[config.mk]
export PLATFORM = sky130hd
export DESIGN_NAME = motor_axis_task_chain_sequencer
export DESIGN_NICKNAME = d
export VERILOG_FILES = /design/src/sv/matcs_pkg.sv /design/src/sv/matcs_chain_build.sv /design/src/sv/matcs_head_check.sv /design/src/sv/motor_axis_task_chain_sequencer.sv
export SDC_FILE = /design/constraint.sdc
export NUM_CORES = 1
export LEC_CHECK = 0
export BUFFER_PORTS_ARGS = -buffer_cell sky130_fd_sc_hd__buf_2
export CAP_MARGIN = 20
export CORE_UTILIZATION = 55
export CTS_CLUSTER_DIAMETER = 150
export DETAILED_ROUTE_END_ITERATION = 12
export PLACE_DENSITY = 0.77
export SLEW_MARGIN = 25
export SYNTH_ARGS = -nofsm -noshare
export SYNTH_HDL_FRONTEND = slang
export SYNTH_HIERARCHICAL = 1
export SYNTH_SLANG_ARGS = --single-unit
[constraint.sdc]
create_clock -name clk -period 4.8 [get_ports clk]
set_input_delay 0.24 -clock clk [delete_from_list [all_inputs] [get_ports clk]]
set_output_delay 0.24 -clock clk [all_outputs]
set_load 0.02 [all_outputs]
[src/sv/matcs_pkg.sv]
// ----------------------------------------------------------------------------
// matcs_pkg
// Shared codes and types for the motor axis task chain sequencer.
// ----------------------------------------------------------------------------
package matcs_pkg;

  // Axis state codes
  localparam int unsigned CODE_W = 4;
  typedef logic [CODE_W-1:0] code_t;

  localparam code_t ST_UNDEF     = 4'd0;
  localparam code_t ST_IDLE      = 4'd1;
  localparam code_t ST_STARTUP   = 4'd2;
  localparam code_t ST_FULLCAL   = 4'd3;
  localparam code_t ST_MOTORCAL  = 4'd4;
  localparam code_t ST_INDEX     = 4'd6;
  localparam code_t ST_OFFSET    = 4'd7;
  localparam code_t ST_CLOSED    = 4'd8;
  localparam code_t ST_LOCKIN    = 4'd9;
  localparam code_t ST_DIRFIND   = 4'd10;
  localparam code_t ST_HOMING    = 4'd11;
  localparam code_t ST_HALLPOL   = 4'd12;
  localparam code_t ST_HALLPHASE = 4'd13;

  // Input word actions
  localparam logic ACT_REQUEST = 1'b0;
  localparam logic ACT_DONE    = 1'b1;

  // Configuration register indexes
  localparam int unsigned CFG_IDX_W  = 2;
  localparam int unsigned CFG_DATA_W = 5;
  localparam logic [CFG_IDX_W-1:0] REG_STARTUP_MASK = 2'd0;
  localparam logic [CFG_IDX_W-1:0] REG_USES_INDEX   = 2'd1;
  localparam logic [CFG_IDX_W-1:0] REG_IS_HALL      = 2'd2;
  localparam logic [CFG_IDX_W-1:0] REG_SENSORLESS   = 2'd3;

  // Startup mask bits
  localparam int unsigned MASK_MOTORCAL = 0;
  localparam int unsigned MASK_INDEX    = 1;
  localparam int unsigned MASK_OFFSET   = 2;
  localparam int unsigned MASK_HOMING   = 3;
  localparam int unsigned MASK_CLOSED   = 4;

  // Longest chain a request can build (startup with all steps, then idle)
  localparam int unsigned BUILD_SLOTS = 6;

  // Count output width
  localparam int unsigned TASKS_W = 4;

  typedef struct packed {
    logic [CFG_DATA_W-1:0] startup_mask;
    logic                  uses_index;
    logic                  is_hall;
    logic                  sensorless;
  } cfg_t;

  typedef struct packed {
    logic ok;
    logic hall_pulse;
  } check_t;

endpackage

[src/sv/matcs_chain_build.sv]
// ----------------------------------------------------------------------------
// matcs_chain_build
// Expands a state request into a task chain and its length.
// ----------------------------------------------------------------------------
module matcs_chain_build
  import matcs_pkg::*;
#(
  parameter int unsigned DEPTH = 8
) (
  input  code_t                          req_code,
  input  cfg_t                           cfg,
  output code_t                          chain_o [DEPTH],
  output logic [$clog2(DEPTH+1)-1:0]     count_o
);

  localparam int unsigned IDX_W = $clog2(DEPTH);
  localparam int unsigned CNT_W = $clog2(DEPTH+1);

  code_t                  cand_code [BUILD_SLOTS];
  logic [BUILD_SLOTS-1:0] cand_en;
  logic [CNT_W-1:0]       pos;

  // Candidate steps in chain order, each with its enable
  always_comb begin
    for (int k = 0; k < BUILD_SLOTS; k++) begin
      cand_code[k] = ST_UNDEF;
    end
    cand_en = '0;
    case (req_code)
      ST_STARTUP: begin
        cand_code[0] = ST_MOTORCAL;
        cand_en[0]   = cfg.startup_mask[MASK_MOTORCAL];
        cand_code[1] = ST_INDEX;
        cand_en[1]   = cfg.startup_mask[MASK_INDEX] & cfg.uses_index;
        cand_code[2] = ST_OFFSET;
        cand_en[2]   = cfg.startup_mask[MASK_OFFSET];
        cand_code[3] = ST_HOMING;
        cand_en[3]   = cfg.startup_mask[MASK_HOMING];
        cand_code[4] = ST_CLOSED;
        cand_en[4]   = cfg.startup_mask[MASK_CLOSED];
        cand_code[5] = ST_IDLE;
        cand_en[5]   = 1'b1;
      end
      ST_FULLCAL: begin
        cand_code[0] = ST_MOTORCAL;
        cand_en[0]   = 1'b1;
        cand_code[1] = ST_HALLPOL;
        cand_en[1]   = cfg.is_hall;
        cand_code[2] = ST_INDEX;
        cand_en[2]   = cfg.uses_index;
        cand_code[3] = ST_OFFSET;
        cand_en[3]   = 1'b1;
        cand_code[4] = ST_IDLE;
        cand_en[4]   = 1'b1;
      end
      default: begin
        cand_code[0] = req_code;
        cand_en[0]   = 1'b1;
        cand_code[1] = ST_IDLE;
        cand_en[1]   = 1'b1;
      end
    endcase
  end

  // Pack enabled steps to the front; excess past the depth is dropped
  always_comb begin
    for (int j = 0; j < DEPTH; j++) begin
      chain_o[j] = ST_UNDEF;
    end
    pos = '0;
    for (int k = 0; k < BUILD_SLOTS; k++) begin
      if (cand_en[k] && (pos < CNT_W'(DEPTH))) begin
        chain_o[pos[IDX_W-1:0]] = cand_code[k];
        pos = pos + 1'b1;
      end
    end
  end

  assign count_o = pos;

endmodule

[src/sv/matcs_head_check.sv]
// ----------------------------------------------------------------------------
// matcs_head_check
// Prerequisite check for a new head of the task chain.
// ----------------------------------------------------------------------------
module matcs_head_check
  import matcs_pkg::*;
(
  input  code_t  head,
  input  logic   motor_calibrated,
  input  logic   direction_known,
  input  logic   hall_polarity_done,
  input  logic   sensorless,
  output check_t chk
);

  always_comb begin
    chk = '0;
    case (head)
      ST_IDLE, ST_MOTORCAL, ST_HOMING: begin
        chk.ok = 1'b1;
      end
      ST_INDEX, ST_DIRFIND, ST_HALLPOL, ST_OFFSET: begin
        chk.ok = motor_calibrated;
      end
      ST_HALLPHASE: begin
        // pulse only when motor is calibrated but polarity is missing
        chk.ok         = motor_calibrated & hall_polarity_done;
        chk.hall_pulse = motor_calibrated & ~hall_polarity_done;
      end
      ST_LOCKIN: begin
        chk.ok = motor_calibrated & direction_known;
      end
      ST_CLOSED: begin
        chk.ok = motor_calibrated & (direction_known | sensorless);
      end
      default: begin
        // undefined and unhandled codes always fail
        chk.ok = 1'b0;
      end
    endcase
  end

endmodule

[src/sv/motor_axis_task_chain_sequencer.sv]
// ----------------------------------------------------------------------------
// motor_axis_task_chain_sequencer
// Keeps the axis task chain, applies request and completion words, checks
// each new head and returns the head, error flag and chain length.
//
//   channel | direction | handshake         | word
//   --------+-----------+-------------------+-------------------------------
//   in_     | input     | in_valid/in_ready | action, request, prereq flags
//   out_    | output    | out_valid/ready   | head, error, hall pulse, count
//   cfg_    | input     | cfg_we            | index + data, no read-back
//
// One word per cycle unless stalled; each result is registered when taken.
// The chain and result registers update together in a single pass.
// in_ready is high whenever the result register is empty or being drained.
// Reset empties the chain, clears the error flag and the config registers.
// ----------------------------------------------------------------------------
module motor_axis_task_chain_sequencer
  import matcs_pkg::*;
#(
  parameter int unsigned CHAIN_DEPTH = 8
) (
  input  logic                  clk,
  input  logic                  rst_n,

  input  logic                  in_valid,
  output logic                  in_ready,
  input  logic                  in_action,
  input  logic [3:0]            in_requested_state,
  input  logic                  in_task_ok,
  input  logic                  in_motor_calibrated,
  input  logic                  in_direction_known,
  input  logic                  in_hall_polarity_done,

  output logic                  out_valid,
  input  logic                  out_ready,
  output logic [3:0]            out_run_state,
  output logic                  out_invalid_state_error,
  output logic                  out_hall_not_calibrated,
  output logic [3:0]            out_tasks_remaining,

  input  logic                  cfg_we,
  input  logic [CFG_IDX_W-1:0]  cfg_index,
  input  logic [CFG_DATA_W-1:0] cfg_wdata
);

  localparam int unsigned CNT_W = $clog2(CHAIN_DEPTH+1);

  cfg_t             cfg_r;
  code_t            chain_r   [CHAIN_DEPTH];
  code_t            chain_nxt [CHAIN_DEPTH];
  code_t            build_chain [CHAIN_DEPTH];
  logic [CNT_W-1:0] build_cnt;
  logic [CNT_W-1:0] cnt_r, cnt_nxt;
  logic             flag_r, flag_nxt;
  logic             pulse_nxt;
  logic             out_valid_r;
  code_t            out_run_state_r;
  logic             out_err_r;
  logic             out_hall_r;
  logic [3:0]       out_tasks_r;

  logic             in_acc;
  logic             req_evt;
  logic             advance;
  logic             new_head;
  code_t            head_code;
  check_t           chk;

  // Configuration registers
  always_ff @(posedge clk) begin
    if (!rst_n) begin
      cfg_r <= '0;
    end else if (cfg_we) begin
      case (cfg_index)
        REG_STARTUP_MASK: cfg_r.startup_mask <= cfg_wdata;
        REG_USES_INDEX:   cfg_r.uses_index   <= cfg_wdata[0];
        REG_IS_HALL:      cfg_r.is_hall      <= cfg_wdata[0];
        REG_SENSORLESS:   cfg_r.sensorless   <= cfg_wdata[0];
        default:          cfg_r <= cfg_r;
      endcase
    end
  end

  // Handshake
  assign in_ready = !out_valid_r || out_ready;
  assign in_acc   = in_valid && in_ready;

  // Chain built from a request
  matcs_chain_build #(
    .DEPTH (CHAIN_DEPTH)
  ) u_build (
    .req_code (in_requested_state),
    .cfg      (cfg_r),
    .chain_o  (build_chain),
    .count_o  (build_cnt)
  );

  // Event decode; idle that completes counts as a success
  assign req_evt   = (in_action == ACT_REQUEST) && (in_requested_state != ST_UNDEF);
  assign advance   = in_task_ok || (chain_r[0] == ST_IDLE);
  assign new_head  = req_evt || ((in_action == ACT_DONE) && advance);
  assign head_code = req_evt ? build_chain[0] : chain_r[1];

  matcs_head_check u_check (
    .head               (head_code),
    .motor_calibrated   (in_motor_calibrated),
    .direction_known    (in_direction_known),
    .hall_polarity_done (in_hall_polarity_done),
    .sensorless         (cfg_r.sensorless),
    .chk                (chk)
  );

  // Next chain, count and flag
  always_comb begin
    chain_nxt = chain_r;
    cnt_nxt   = cnt_r;
    flag_nxt  = flag_r;
    pulse_nxt = new_head && chk.hall_pulse;
    if (in_action == ACT_REQUEST) begin
      if (req_evt) begin
        chain_nxt = build_chain;
        cnt_nxt   = build_cnt;
        flag_nxt  = 1'b0;
      end
    end else if (advance) begin
      for (int i = 0; i < CHAIN_DEPTH - 1; i++) begin
        chain_nxt[i] = chain_r[i+1];
      end
      chain_nxt[CHAIN_DEPTH-1] = ST_UNDEF;
      cnt_nxt = (cnt_r != '0) ? cnt_r - 1'b1 : '0;
    end else begin
      // failed task: idle alone
      for (int i = 0; i < CHAIN_DEPTH; i++) begin
        chain_nxt[i] = ST_UNDEF;
      end
      chain_nxt[0] = ST_IDLE;
      cnt_nxt      = CNT_W'(1);
    end
    // failed prerequisite check: error and idle alone
    if (new_head && !chk.ok) begin
      for (int i = 0; i < CHAIN_DEPTH; i++) begin
        chain_nxt[i] = ST_UNDEF;
      end
      chain_nxt[0] = ST_IDLE;
      cnt_nxt      = CNT_W'(1);
      flag_nxt     = 1'b1;
    end
  end

  // Chain state
  always_ff @(posedge clk) begin
    if (!rst_n) begin
      for (int i = 0; i < CHAIN_DEPTH; i++) begin
        chain_r[i] <= ST_UNDEF;
      end
      cnt_r  <= '0;
      flag_r <= 1'b0;
    end else if (in_acc) begin
      chain_r <= chain_nxt;
      cnt_r   <= cnt_nxt;
      flag_r  <= flag_nxt;
    end
  end

  // Result register
  always_ff @(posedge clk) begin
    if (!rst_n) begin
      out_valid_r <= 1'b0;
    end else if (in_acc) begin
      out_valid_r <= 1'b1;
    end else if (out_ready) begin
      out_valid_r <= 1'b0;
    end
  end

  always_ff @(posedge clk) begin
    if (in_acc) begin
      out_run_state_r <= chain_nxt[0];
      out_err_r       <= flag_nxt;
      out_hall_r      <= pulse_nxt;
      out_tasks_r     <= TASKS_W'(cnt_nxt);
    end
  end

  assign out_valid               = out_valid_r;
  assign out_run_state           = out_run_state_r;
  assign out_invalid_state_error = out_err_r;
  assign out_hall_not_calibrated = out_hall_r;
  assign out_tasks_remaining     = out_tasks_r;

endmodule

# Yosys cells after proc, flatten, opt, wreduce, memory -nomap -nowiden
# Index checks and enable logic that the tools add are counted.
# word_totals
input_bits	21
wordCells	151
output_inout_bits	12
regBits	56
# op_classes
add_sub_neg	6
n_eq_ne	16
bitwise_logic	13
magnitude_cmp	15
mux	50
reduce_logical	32
# ops
cell	count
$mux 32	9
$bwmux 32	5
$mux 4	17
$demux 4 s3	5
$eq 4x4->1 const B	6
$pmux 11 s2	1
$ge 4x4->1 const B	5
$lt 4x1->1 const B	5
$add 4x1->4 const B	4
$lt 4x4->1 const B	4
$not 3->4	4
$pmux 8 s2	1
$logic_and 1x1->1	15
$eq 4x3->1 const B	3
$reduce_and 2->1	5
$mux 1	9
$eq 4x1->1 const B	2
$eq 4x2->1 const B	2
$reduce_bool 4->1	2
$pmux 3 s2	1
$and 1x1->1	5
$pmux 1 s5	1
$eq 2x2->1 const B	2
$lt 1x4->1 const B	1
other kinds (14)	18

# Depth between registers and ports, before layout
# Gate-level depths: netlist of run 1.
# depth
ltp_word	30
mapped_depth	28
depth_no_buf	25

# Cells and area by module
# Netlist of run 1, hierarchy kept.
# modules_own_cells
mod	instances	seq_area_each_um2	area_each_um2	cells_per_inst
motor_axis_task_chain_sequencer	1	1221.2	2557.5	235
matcs_chain_build	1	0.0	1456.4	234
matcs_head_check	1	0.0	82.6	16

# Worst setup path after synthesis of run 1
# No wires, ideal clock.
# synth_path
path_type	in2reg
from	input port in_requested_state[2]
to	register chain_r[29] (netlist name)
required_ns	4.684
setup_time_ns	0.116
path_stages	26
arrival_time_ns	5.174
n_path_buf	4
path_slack_ns	-0.490
path_cell_list	or3b_1 -> buf_2 -> clkbuf_1 -> or3_1 -> ha_1 -> clkbuf_1 -> nand2_1 -> o21ai_0 -> ha_1 -> mux2i_1 -> a21oi_2 -> ha_1 -> nor3_1 -> nand3_1 -> a221oi_1 -> nand2b_1 -> nand2_1 -> nand2_1 -> inv_1 -> a21oi_1 -> nor2_1 -> o32a_1 -> nor3_2 -> buf_6 -> a31oi_4 -> a31o_1
# synth_lines
element	line_no	source
start, declared	motor_axis_task_chain_sequencer.sv:28	input logic [3:0] in_requested_state,
end signal, assigned	motor_axis_task_chain_sequencer.sv:159	chain_r <= chain_nxt;
end, declared	motor_axis_task_chain_sequencer.sv:49	code_t chain_r [CHAIN_DEPTH];

==> flow_summary.json, run 1 <==
{
  "synth-edff-count": 10,
  "fin_skew_ns": 0.009317,
  "grt_start_max_net_pins": 31,
  "max_stage_delay_ns": 0.40,
  "htree_levels": 2,
  "start_util": 0.5678,
  "ios": 33,
  "yosysSeqAreaShare": 0.2981,
  "synthToLayoutAreaGrowth_pct": 18.20,
  "syn_nets": 515,
  "timing.rr.start": "cfg_r[2]$_SDFFE_PN0P_",
  "worst_slew_pin_slew_ns": 0.9726,
  "async_reset_ff_frac": 0,
  "viasPerCell": 6.367,
  "root_buffer": "clkbuf_8",
  "period_minus_slack_ns": 4.792,
  "drcViolationCount": 0,
  "dp_hpwl_um": 8405,
  "drive_gt1_frac": 0.2583,
  "grt_pass1_wl_um": 18030,
  "timing.rr.end": "chain_r[29]$_SDFFE_PN0P_",
  "whs_endpoint": "out_valid$_SDFFE_PN0P_",
  "min_period_over_period": 0.9984,
  "worstSetupEndpointType": "flip-flop",
  "synth_fa_ha_area_frac": 0.02932,
  "yosys.area_share.simple": 0.2349,
  "synth-main-ff-cell": "dfxtp_1",
  "post_drt_wl_per_cell_um": 17.67,
  "synthTopCellsByCount": "nand2_1 (57), a22o_1 (52), dfxtp_1 (46), nor2_1 (28), o21ai_0 (24)",
  "yosysMostFrequentCell": "nand2_1",
  "synth_top_area_cell": "dfxtp_1",
  "synthCells": 485,
  "seqCellArea_um2": 1225,
  "worstHoldPathType": "primary input to flip-flop",
  "layout.nets": 571,
  "worst-endpoint-required_ns": 5.01,
  "numPortBuffers": 32,
  "die_h_um": 88.30,
  "worst-path-buf-inv": 5,
  "synth.distinct_cells": 72,
  "synth_area_leaders": "dfxtp_1 (22%), a22o_1 (11%), edfxtp_1 (7.3%)",
  "setup_viol": 0,
  "worstSetupPathType": "flip-flop to flip-flop",
  "hold_viol": 0,
  "netlist_area_um2": 4096,
  "multi_input_area_um2": 2800,
  "rsz0062_at_grt": "yes",
  "core_area_um2": 7214,
  "synth_compound_area_frac": 0.3186,
  "cp_max_fo": 5,
  "irDropWorstVdd_mv": 0.1777,
  "drt-total-wl_um": 11330,
  "cts_tree": "done",
  "p_leak_nw": 1.925,
  "dp.cells": 627,
  "cp_slowest_cell": "o32a_1",
  "ys.warnings.count": 6,
  "startpoint": "cfg_r[2]$_SDFFE_PN0P_",
  "drtIter0Drc": 465,
  "hold_buffers": 0,
  "finalMaxSlewViolations": 0,
  "outcome": "finished clean",
  "clock_latency_ns": 0.31,
  "global_route.usage.total": 0.2973,
  "cts.sinks": 56,
  "vias": 4081,
  "path_clk_slew_ns": 0.11,
  "ys_ff_latch": 56,
  "dr.max_layer_used": "met4",
  "cp-start-kind": "flip-flop",
  "max-clock-path-buffers": 2,
  "cp_common_cell": "buf_4",
  "r2r_cells": 26,
  "antenna_found_initial": 0,
  "met1Wirelength_um": 4953,
  "wl_met2_um": 5115,
  "gp_congestion": 0.9868,
  "grt_overflow": 0,
  "die-area_um2": 7797,
  "ant_nets": 0,
  "drtPass1Iterations": 5,
  "post-synth-top-area-fraction": 0.2248,
  "insertedDiodeCount": 0,
  "min_from": "in_valid",
  "synth-xor-area-share": 0.008552,
  "max_freq_ghz": 0.2087,
  "fin_cells": 641,
  "tritoncts.num_buffers": 5,
  "cp.arrival_ns": 5.00,
  "max_cap_viol_count": 0,
  "cp_top_family": "compound AO/OA/AOI/OAI gates",
  "grt_pass1_vias": 3632,
  "syn_area_per_cell_um2": 8.446,
  "die_w_um": 88.30,
  "r2r_setup_slack_ns": 0.008,
  "holdPathStages": 3,
  "rows": 31,
  "fill_cells": 610,
  "power_density_nw_per_um2": 214.3,
  "wl_met3_um": 835,
  "relSlewSlack": 0.3516,
  "hold_slack_ns": 0.1743,
  "synth_top_family_by_area": "compound AO/OA/AOI/OAI gates",
  "muxShareOfSynthArea": 0.05345
}
-- state kept, by name, indices dropped and copies added (netlist names) --
signal / flops
cfg_r: 8
out_invalid_state_error: 1
out_run_state: 4
out_hall_not_calibrated: 1
out_valid: 1
chain_r: 32
flag_r: 1
cnt_r: 4
out_tasks_remaining: 4
-- repair_timing --
| action | 4_1_cts | 5_1_grt |
|---|---|---|
| buffers inserted | 0 | 6 |
| gates resized for setup | 0 | 16 |
| endpoints found under the setup margin | 0 | 44 |
-- logic make-up after synthesis --
group,Yosys count
AND/OR/NAND/NOR,180
AO/OA/AOI/OAI,167
flip-flops,56
buffers and inverters,49
multiplexers,20
adder cells (fa/ha/maj),9
XOR/XNOR,4
-- cell usage in the layout (no fill, tap or decap), drive strengths merged, types with 6 or more instances in the layout --
cell    instances
buf            80
nand2          57
a22o           52
dfxtp          46
nor2           28
o21ai          26
a21oi          24
inv            20
mux2i          18
nand3          16
nor3           14
nor2b          12
edfxtp         10
nor3b           8
nand2b          8
ha              8
a221oi          7
o31ai           6
and3            6
a31oi           6
a31o            6
-- layout make-up --
| type | instances | area share |
|---|---|---|
| repair buffers | 80 | 0.1101 |
| clock buffers | 5 | 0.01421 |
| clock inverters | 3 | 0.004910 |
| flip-flops and latches | 56 | 0.2530 |
| multi-input cells | 380 | 0.5783 |
| well taps | 99 | 0.02558 |
| inverters | 18 | 0.01395 |
-- power by group --
part | leakage [nW] | internal [W] | switching (W)
registers | 0.471 | 0.000494 | 0.00000954
logic | 1.40 | 0.000106 | 0.000159
clock network | 0.0509 | 0.000108 | 0.000162
total | 1.93 | 0.000707 | 0.000331
-- metal layers --
layer	global-route usage	vias up
met1	0.4083	1922
met3	0.05690	36
li1	-	1937
met4	0.1217	0
met2	0.4580	186
met5	0	-
-- how the worst max path moves through the flow --
stage               cells after the start  slack [ns]                        to
global route                           26       -0.20  chain_r[29]$_SDFFE_PN0P_
finish                                 26       0.008  chain_r[29]$_SDFFE_PN0P_
detailed placement                     21        -0.1  chain_r[28]$_SDFFE_PN0P_
CTS                                    25        0.07       flag_r$_SDFFE_PN0P_
global placement                       22       -0.09  chain_r[30]$_SDFFE_PN0P_
floorplan                              23       -0.01  chain_r[10]$_SDFFE_PN0P_
-- tightest hold or removal path, stage by stage --
cell,delay (ns)
buf_2,0.10
inv_1,0.04
a21boi_0,0.06
-- metrics by stage --
| step | utilization | area (µm²) | setup slack [ns] | setup TNS, ns | power, W |
|---|---|---|---|---|---|
| 2_1_floorplan | - | 4204 | -0.01477 | -0.2954 | 0.0006850 |
| 3_3_place_gp | 0.6403 | 4619 | -0.08690 | -1.319 | 0.0007513 |
| 3_5_place_dp | 0.6410 | 4624 | -0.09592 | -2.350 | 0.0007579 |
| 4_1_cts | 0.6538 | 4717 | 0.07189 | 0 | 0.001021 |
| 5_1_grt | 0.6712 | 4842 | -0.2035 | -1.865 | 0.001082 |
| 6_report | 0.6712 | 4842 | 0.007638 | 0 | 0.001037 |
Power figures use the tool's default switching activity.
==> inputs of run 2 (changes only) <==
ABC_AREA = 1   (was unset)
==> flow_summary.json, run 2 <==
{
  "path_clk_slew_ns": 0.11,
  "post_drt_wl_per_cell_um": 14.32,
  "use_met3": 0.03367,
  "insertedDiodeCount": 0,
  "root_buffer": "clkbuf_8",
  "placed_area_um2": 4503,
  "layout_common_cells": "nand2_1 (197), nand3_1 (71), inv_1 (66)",
  "pre_cts_ws_ns": -0.004627,
  "power_density_nw_per_um2": 234.9,
  "grt_overflow": 0,
  "grtUsageMet2": 0.5133,
  "pwr-share-clk": 0.254,
  "synth.distinct_cells": 43,
  "synth-xor-area-share": 0.002019,
  "drt-total-wl_um": 11460,
  "async_reset_ff_frac": 0,
  "max_stage_delay_ns": 0.71,
  "synth-main-ff-cell": "dfxtp_1",
  "yosysSeqAreaShare": 0.2815,
  "top_regs": "chain_r: 32 flops, cfg_r: 8 flops",
  "start_util": 0.5643,
  "htree_levels": 2,
  "tritoncts.num_buffers": 5,
  "core_area_um2": 7687,
  "cp-start-kind": "flip-flop",
  "ys.warnings.count": 6,
  "worstHoldPathType": "primary input to flip-flop",
  "regMostFlops": "chain_r",
  "hold_viol": 0,
  "drtIter0Drc": 327,
  "worstSetupPathType": "flip-flop to flip-flop",
  "synth_top_family_by_area": "simple AND/OR/NAND/NOR gates",
  "outcome": "finished clean",
  "yosys.area_share.simple": 0.4384,
  "grt_start_max_net_pins": 49,
  "viasPerCell": 5.515,
  "ant_nets": 0,
  "grt_pass1_wl_um": 19380,
  "synth-edff-count": 10,
  "setup_viol": 0,
  "min_period_over_period": 0.9158,
  "clock_latency_ns": 0.32,
  "seqPwrFrac": 0.490,
  "worst_slew_pin_slew_ns": 0.6521,
  "ys_ff_latch": 56,
  "final_common_cell": "nand2_1",
  "relSlewSlack": 0.5646,
  "synthCells": 677,
  "combPwrFrac": 0.256,
  "syn_area_per_cell_um2": 6.408,
  "worst-endpoint-required_ns": 4.98,
  "grt_pass1_vias": 4149,
  "largest_reg_flops": 32,
  "irDropWorstVdd_mv": 0.2084,
  "switchingPower_w": 0.0003786,
  "antenna_found_initial": 0,
  "period_minus_slack_ns": 4.396,
  "synth_top_area_cell": "dfxtp_1",
  "syn_nets": 707,
  "worstSetupEndpointType": "flip-flop",
  "cts.sinks": 56,
  "muxShareOfSynthArea": 0,
  "rows": 32,
  "drcViolationCount": 0,
  "post-synth-top-area-fraction": 0.2123,
  "die_h_um": 90.81,
  "final_util": 0.5985,
  "layout.nets": 727,
  "die-area_um2": 8246,
  "max_freq_ghz": 0.2275,
  "synthTopCellsByCount": "nand2_1 (197), nand3_1 (71), inv_1 (66), nor2_1 (61), o21ai_0 (54)",
  "ios": 33,
  "yosysMostFrequentCell": "nand2_1",
  "met1_usage": 0.3646,
  "setup_ws_ns": 0.4041,
  "max_cap_viol_count": 0,
  "hold_buffers": 0,
  "switching_share": 0.3504,
  "internal-power_w": 0.0007020,
  "cp.arrival_ns": 4.58,
  "cts_tree": "done",
  "global_route.usage.total": 0.2894,
  "top_usage_layer": "met2",
  "synth_fa_ha_area_frac": 0.02769,
  "synthToLayoutAreaGrowth_pct": 6.057,
  "max-clock-path-buffers": 2,
  "drtPass1Iterations": 8,
  "netlist_area_um2": 4338,
  "die_w_um": 90.81,
  "gp_congestion": 0.9378,
  "cp_slowest_cell": "fa_1",
  "synth_area_leaders": "dfxtp_1 (21%), nand2_1 (17%), nand3_1 (8.2%)",
  "postLayoutCellArea_um2": 4601,
  "numPortBuffers": 32,
  "fin_skew_ns": 0.003171,
  "dp_hpwl_um": 8662,
  "rsz0062_at_grt": "no",
  "synth_compound_area_frac": 0.1396,
  "p_leak_nw": 2.266,
  "cp_max_fo": 28,
  "finalMaxSlewViolations": 0,
  "vias": 4412,
  "drive_gt1_frac": 0.1633
}
## run 2: layout make-up
type,instances,area (µm²)
Fill cell,773,3087
Multi-Input combinational cell,515,2645
Sequential cell,56,1221
Inverter,82,307.8
Timing Repair Buffer,37,210.2
Tap cell,102,127.6
Clock buffer,5,68.82
Clock inverter,3,20.02
## run 2: logic make-up (layout without fill, tap and decap cells)
group / Yosys count / in the layout
AOI/OAI and AO/OA: 115 / 115
xor gates and xnor gates: 1 / 1
adders and majority gates: 9 / 9
buffers and inverters: 106 / 127
DFF: 56 / 56
and+or+nand+nor: 390 / 390
## run 2: what timing repair did
item / in CTS / in global routing
endpoints found under the setup margin: 0 / 40
buffers inserted: 0 / 0
hold endpoints to repair: 0 / 0
resized for setup: 0 / 2
## run 2: through the flow
| stage | std cells | setup TNS [ns] | power, W | hold WS, ns |
|---|---|---|---|---|
| detailed placement | 792 | -0.006184 | 0.0008103 | 0.4501 |
| CTS | 800 | 0 | 0.001081 | 0.1478 |
| finish | 800 | 0 | 0.001081 | 0.1489 |
| global route | 800 | 0 | 0.001134 | 0.1632 |
| global placement | 792 | 0 | 0.0008030 | 0.4505 |
| floorplan | 677 | 0 | 0.0007504 | 0.3749 |
## run 2: worst max-delay path, delay by kind of cell, from the launching register on
family / cells / cell delay (ns)
simple gates: 17 / 1.86
fa+ha+maj: 3 / 1.22
buf+inv: 5 / 0.56
flops: 1 / 0.32
compound gates: 2 / 0.29
## run 2: worst paths after layout
kind	from	end	slack [ns]	depth (start not counted)
max reg2reg	cfg_r[3]$_SDFFE_PN0P_	chain_r[17]$_SDFFE_PN0P_	0.40	27
min reg2reg	cfg_r[1]$_SDFFE_PN0P_	cfg_r[1]$_SDFFE_PN0P_	0.46	2
max	cfg_r[3]$_SDFFE_PN0P_	chain_r[17]$_SDFFE_PN0P_	0.40	27
min	cfg_wdata[2]	cfg_r[5]$_SDFFE_PN0P_	0.15	3
## run 2: routing by layer
| layer | part of all wire | vias to the layer above |
|---|---|---|
| li1 | - | 2204 |
| met1 | 0.43 | 2018 |
| met2 | 0.49 | 162 |
| met3 | 0.046 | 28 |
| met4 | 0.027 | 0 |
| met5 | 0 | - |
## run 2: power by group through the flow
| stage | sequential, W | combinational (W) | clock, W |
|---|---|---|---|
| 6_report | 0.000530 | 0.000277 | 0.000274 |
| 5_1_grt | 0.000534 | 0.000309 | 0.000292 |
| 4_1_cts | 0.000530 | 0.000271 | 0.000280 |
| 3_5_place_dp | 0.000540 | 0.000270 | 0 |
| 3_3_place_gp | 0.000540 | 0.000263 | 0 |
| 2_1_floorplan | 0.000548 | 0.000203 | 0 |
